## src/efb_pkg.sv

```systemverilog
// Package with the item types and fixed widths of the edge plane frame builder.
package efb_pkg;

	localparam int FRAC   = 16;
	localparam int HALF   = 1 << (FRAC - 1);
	localparam int DIV_QW = 18;
	localparam int DW     = 33;
	localparam int LW     = 34;
	localparam int NW     = 35;
	localparam int XQW    = 18;

	typedef struct packed {
		logic signed [31:0] start_x;
		logic signed [31:0] start_y;
		logic signed [31:0] start_z;
		logic signed [31:0] end_x;
		logic signed [31:0] end_y;
		logic signed [31:0] end_z;
		logic signed [31:0] start_normal_x;
		logic signed [31:0] start_normal_y;
		logic signed [31:0] start_normal_z;
		logic signed [31:0] end_normal_x;
		logic signed [31:0] end_normal_y;
		logic signed [31:0] end_normal_z;
	} frame_req_t;

	typedef struct packed {
		logic signed [31:0] origin_x;
		logic signed [31:0] origin_y;
		logic signed [31:0] origin_z;
		logic signed [31:0] xdir_x;
		logic signed [31:0] xdir_y;
		logic signed [31:0] xdir_z;
		logic signed [31:0] plane_normal_x;
		logic signed [31:0] plane_normal_y;
		logic signed [31:0] plane_normal_z;
		logic        [31:0] edge_length;
		logic               degenerate;
	} frame_res_t;

endpackage

```

## src/efb_div.sv

```systemverilog
// Pipelined restoring divider with round half away from zero and sign restore.
module efb_div import efb_pkg::*; #(
	parameter int AW = 50,
	parameter int DVW = 34
) (
	input  logic                clk,
	input  logic                en,
	input  logic                neg,
	input  logic [AW-1:0]       a,
	input  logic [DVW-1:0]      d,
	output logic signed [31:0]  q
);

	localparam int RW = DVW + DIV_QW;

	logic [RW-1:0]     rem_s [DIV_QW+1];
	logic [DVW-1:0]    dv_s  [DIV_QW+1];
	logic              ng_s  [DIV_QW+1];
	logic [DIV_QW-1:0] qt_s  [DIV_QW+1];
	logic [RW-1:0]     rem_n [DIV_QW];
	logic              ge    [DIV_QW];
	logic [DIV_QW:0]   qr;
	logic [31:0]       qm;

	always_comb begin
		for (int j = 0; j < DIV_QW; j++) begin
			logic [RW-1:0] sh;
			sh       = RW'(dv_s[j]) << (DIV_QW - 1 - j);
			ge[j]    = rem_s[j] >= sh;
			rem_n[j] = ge[j] ? rem_s[j] - sh : rem_s[j];
		end
		qr = ((DIV_QW+1)'(qt_s[DIV_QW]) + (DIV_QW+1)'(1)) >> 1;
		qm = 32'(qr);
	end

	always_ff @(posedge clk) begin
		if (en) begin
			rem_s[0] <= RW'(a);
			dv_s[0]  <= d;
			ng_s[0]  <= neg;
			qt_s[0]  <= '0;
			for (int j = 0; j < DIV_QW; j++) begin
				rem_s[j+1] <= rem_n[j];
				dv_s[j+1]  <= dv_s[j];
				ng_s[j+1]  <= ng_s[j];
				qt_s[j+1]  <= {qt_s[j][DIV_QW-2:0], ge[j]};
			end
			q <= ng_s[DIV_QW] ? -$signed(qm) : $signed(qm);
		end
	end

endmodule

```

## config.mk

```make
export PLATFORM = sky130hd
export DESIGN_NAME = efb_div
export DESIGN_NICKNAME = d
export VERILOG_FILES = /design/src/efb_pkg.sv /design/src/efb_div.sv
export SDC_FILE = /design/constraint.sdc
export NUM_CORES = 2
export LEC_CHECK = 0
export ABC_AREA = 1
export BUFFER_PORTS_ARGS = -buffer_cell sky130_fd_sc_hd__buf_2
export CORE_MARGIN = 2
export CORE_UTILIZATION = 40
export CTS_CLUSTER_DIAMETER = 40
export CTS_CLUSTER_SIZE = 40
export DETAILED_ROUTE_END_ITERATION = 12
export GPL_ROUTABILITY_DRIVEN = 0
export GPL_TIMING_DRIVEN = 1
export HOLD_SLACK_MARGIN = 0.1
export SLEW_MARGIN = 20
export SYNTH_ARGS = -nofsm -noshare
export SYNTH_HDL_FRONTEND = slang
export SYNTH_SLANG_ARGS = --single-unit
```

## constraint.sdc

```tcl
create_clock -name clk -period 2.6 [get_ports clk]
set_input_delay 0.39 -clock clk [delete_from_list [all_inputs] [get_ports clk]]
set_output_delay 0.39 -clock clk [all_outputs]
set_load 0.03 [all_outputs]
```

* Word level (Yosys, flattened, before mapping)
Memories as Yosys holds them, arrays and structs flattened. Index checks and enable logic that the tools add are counted.
Operators by class: add/sub/neg operators 20, $lt $le $gt $ge 18, mux-type cells 21
Operator list (count):
- $mux W52 | 18
- $ge A52 B34 Y1 | 1
- $ge A52 B35 Y1 | 1
- $ge A52 B36 Y1 | 1
- $ge A52 B37 Y1 | 1
- $ge A52 B38 Y1 | 1
- $ge A52 B39 Y1 | 1
- $ge A52 B40 Y1 | 1
- $ge A52 B41 Y1 | 1
- $ge A52 B42 Y1 | 1
- $ge A52 B43 Y1 | 1
- $ge A52 B44 Y1 | 1
- $ge A52 B45 Y1 | 1
- $ge A52 B46 Y1 | 1
- $ge A52 B47 Y1 | 1
- $ge A52 B48 Y1 | 1
- $ge A52 B49 Y1 | 1
- $ge A52 B50 Y1 | 1
- $ge A52 B51 Y1 | 1
- $sub A52 B34 Y52 | 1
- $sub A52 B35 Y52 | 1
- $sub A52 B36 Y52 | 1
- $sub A52 B37 Y52 | 1
- $sub A52 B38 Y52 | 1
- other kinds (17) | 18
Word-level totals: bits in registers 32, bits in writable memories 1995, input bits 87, output and inout port bits 32, logic and storage cells 65, memories 4
Memories:
- rem_s | depth 19, width 52, rd ports 18, clocked after memory_dff 0, wr ports 19, RTL line efb_div.sv:16 | logic [RW-1:0] rem_s [DIV_QW+1];
- dv_s | depth 19, width 34, rd ports 18, clocked after memory_dff 0, wr ports 19, RTL line efb_div.sv:17 | logic [DVW-1:0] dv_s [DIV_QW+1];
- qt_s | depth 19, width 18, rd ports 19, clocked after memory_dff 0, wr ports 19, RTL line efb_div.sv:19 | logic [DIV_QW-1:0] qt_s [DIV_QW+1];
- ng_s | depth 19, width 1, rd ports 19, clocked after memory_dff 0, wr ports 19, RTL line efb_div.sv:18 | logic ng_s [DIV_QW+1];

* Depth between registers and ports, before layout
An unclocked memory read counts as a cell.
depth in word-level cells 4, mapped depth 19, gate-level depth less buffers 17

* Least setup slack after synthesis
No wires, ideal clock.
path kind register -> register, start point memory dv_s[5][0], end point memory rem_s[6][25] in the netlist's numbering (data pin), library setup time 257 ps, arrival 2102 ps, required time 2343 ps, setup slack 241 ps, stages on the path, launching flop included 13, buffers on the path 2, period minus slack after synthesis 2359 ps, cells stage by stage edfxtp_1 ha_1 fa_1 o21ai_2 nand2_1 nand2_1 nand3_1 nand3_1 nor2_2 buf_6 buf_6 nand2_1 o21ai_2
RTL lines (RTL line):
- start: declaration | efb_div.sv:17
- end: declaration | efb_div.sv:16

==> run metrics <==
measured slew at the worst slew-check pin=0.882 ns; vias in the first global route=98,100; Hold WC Path Type=in2reg; Synth Cell Area=0.116 sq mm; switching share of power=approximately two fifths; min Tclk post-route=between 2 and 3 ns; GR Overflow Total=0; Worst Slack Setup Final=-0.0294 ns; die area=0.293 sq mm; EDFF count, synth=about 1,800; NetSw=65.4 mW; H-tree levels=5; drt pass-1 iters=8; top cells by count, synth=4,856 x nand2_1, 2,280 x inv_1, 1,768 x edfxtp_1; Pleak=68.2 nW; Worst Path Required=3.21 ns; all-layer global routing usage=26.2%; largest net degree at the start of global routing=140; RSZ-0062 raised after global routing=yes; Ys Warns=0; port bufs=118; clock power share=25.1%; final hold vios=0; top-count cell post-synth=nand2_1; crit-path max FO=5; drt total wl=404,000 um; Layout area overhead=28.6%; FMAX=~380 MHz; max-slew violations=0; global-route wire length before repair=587,000 um; Startpoint Class=flop; hpwl dp=between 300,000 and 400,000 um; Clock Tree Buf Depth=4; Vias/cell=5.15; power share of the combinational group=between 40% and 50%; routed via count=107,000; Clock Tree Root=clkbuf_16; area leader, netlist=edfxtp_1; multi-input logic area=0.0565 sq mm; die width=542 um; Synth top area share=45.9%; PwrDens=1070 mW/mm^2; synth unique cells=55; final setup vio count=2; Remaining DRCs=0; Fill cells=~27,000; total power=159 mW; largest cells by area after synthesis=edfxtp_1 46%, nand2_1 16%, inv_1 7.4%; post-DR wirelength/cell=19.5 um; Register Area=0.0531 sq mm; I/O Pins=119; Post-Syn Instances=14,600; kind of critical path=reg2reg; run status=finished, violations left; period utilisation layout=101%; sequential share of power=28.7%; max_slew headroom=41.2%; clock buffer count from CTS=304; DIE HEIGHT=542 um; violated checks=setup timing; hold slack=0.195 ns; internal power=93.5 mW; layout cells sized above 1=19.9%; Peak VDD IR=540 uV; site row count=197; Worst-path clk slew=approximately 0.06 ns; Detail Route Antenna Nets=0; Core Region=0.288 sq mm; post-synth net total=15,400; Yosys reg bits=about 1,800; clock skew=0.0626 ns; post-layout util=roughly half; CTS tree=built; initial core utilization=40.2%; Worst setup EP type=flop; Worst EP arrival=3.24 ns; Nets=17,400; DRT iter0 DRCs=between 10,000 and 15,000; register area share after synthesis=45.9%; Most used DFF post-synth=edfxtp_1; ys async rst share=0%; initial antenna violation count=8; clock sink total=roughly 1,800; max-cap viol count=0; Syn Area/Cell=7.89 sq um; Clock Latency Late Sink=0.90 ns
[registers in the layout, summed over array words and instances (netlist names)]
signal and flops:
dv_s 612, q 32, rem_s 934, ng_s 19, qt_s 171
[power groups by stage]
stage	combinational (mW)	sequential, mW	clock, mW
after global routing	80.3	45.9	41.9
after floorplan	41.3	42.3	0
after global placement	65.6	45.8	0
after detailed placement	66.0	45.7	0
final	73.3	45.7	39.9
after CTS	66.9	45.2	40.6
[worst max-delay path: stages (launching register included)]
cell      delay (ns)
edfxtp_1        0.43
inv_1           0.08
ha_1            0.31
nand2_1         0.08
nor2_1          0.19
nand2_2         0.12
nor3_2          0.26
buf_4           0.16
nand4_1         0.23
nand4_4         0.19
buf_4           0.17
o21ai_0         0.11
[stage by stage]
| step | cells | instance area (sq um) | TNS [ns] | setup WS (ns) |
|---|---|---|---|---|
| after CTS | 20500 | 143000 | 0 | 0.00110 |
| after floorplan | 14600 | 116000 | 0 | 0.241 |
| after global placement | 19800 | 131000 | -6.87 | -0.126 |
| after detailed placement | 19800 | 131000 | -9.95 | -0.128 |
| final | 20700 | 149000 | -0.0354 | -0.0294 |
| after global routing | 20700 | 149000 | -3.13 | -0.0974 |
[per-layer routing]
layer | global-route usage, % | vias up | wire [um] | share of wire, %
met5 | 0 | - | 27 | 0.0067
li1 | - | 52000 | - | -
met2 | 41.4 | 4760 | 180000 | 45
met3 | 4.87 | 820 | 37000 | 9.2
met4 | 8.88 | 4 | 15500 | 3.8
met1 | 35.8 | 49100 | 171000 | 42
[cells by family (layout without fill, tap and decap cells)]
logic type / Yosys count / after routing / synth area share (%)
flip-flops: 1768 / 1768 / 45.9
buffers and inverters: 2444 / 4740 / 8.56
adder cells (fa/ha/maj): 630 / 630 / 6.93
AO/OA/AOI/OAI: 1594 / 1594 / 7.56
XOR/XNOR: 344 / 344 / 2.61
AND/OR/NAND/NOR: 7862 / 7862 / 28.4
other: 0 / 4 / 0
[final timing paths]
path	startpoint	endpoint	depth (start not counted)	slack, ns
setup / recovery	dv_s[4][27]	rem_s[5][13]	11	-0.03
hold reg to reg	qt_s[13][5]	qt_s[14][6]	0	0.40
hold / removal	d[28]	dv_s[0][28]	2	0.20
setup reg to reg	dv_s[4][27]	rem_s[5][13]	11	-0.03
[cell usage in the layout (no fill, tap or decap), drive strengths merged, types with 261 or more instances in the layout]
cell type,instances
o21ai,609
nand2,4959
a21oi,884
nor2,1486
clkbuf,349
inv,2379
nand3,838
edfxtp,1768
buf,1771
nand4,261
ha,613
[layout make-up]
cell class / count / area share (%)
antenna: 4 / 0.00673
timing repair buffer: 1876 / 10.4
clock buffer: 330 / 5.31
clock inverter: 221 / 1.56
tap: 3781 / 3.18
timing repair inverter: 1 / 0.00589
inverter: 2312 / 5.87
sequential: 1768 / 35.7
multi-input combinational: 10400 / 38.0
[timing repair]
| action | CTS | global route |
|---|---|---|
| cloned | 1 | 21 |
| hold endpoints to repair | 214 | 0 |
| resized for setup | 71 | 809 |
| endpoints found under the setup margin | 302 | 715 |
| pin swaps | 10 | 127 |
| hold buffers | 86 | 0 |
| buffers inserted | 22 | 217 |
No activity file was read; power rests on OpenSTA's default activity.
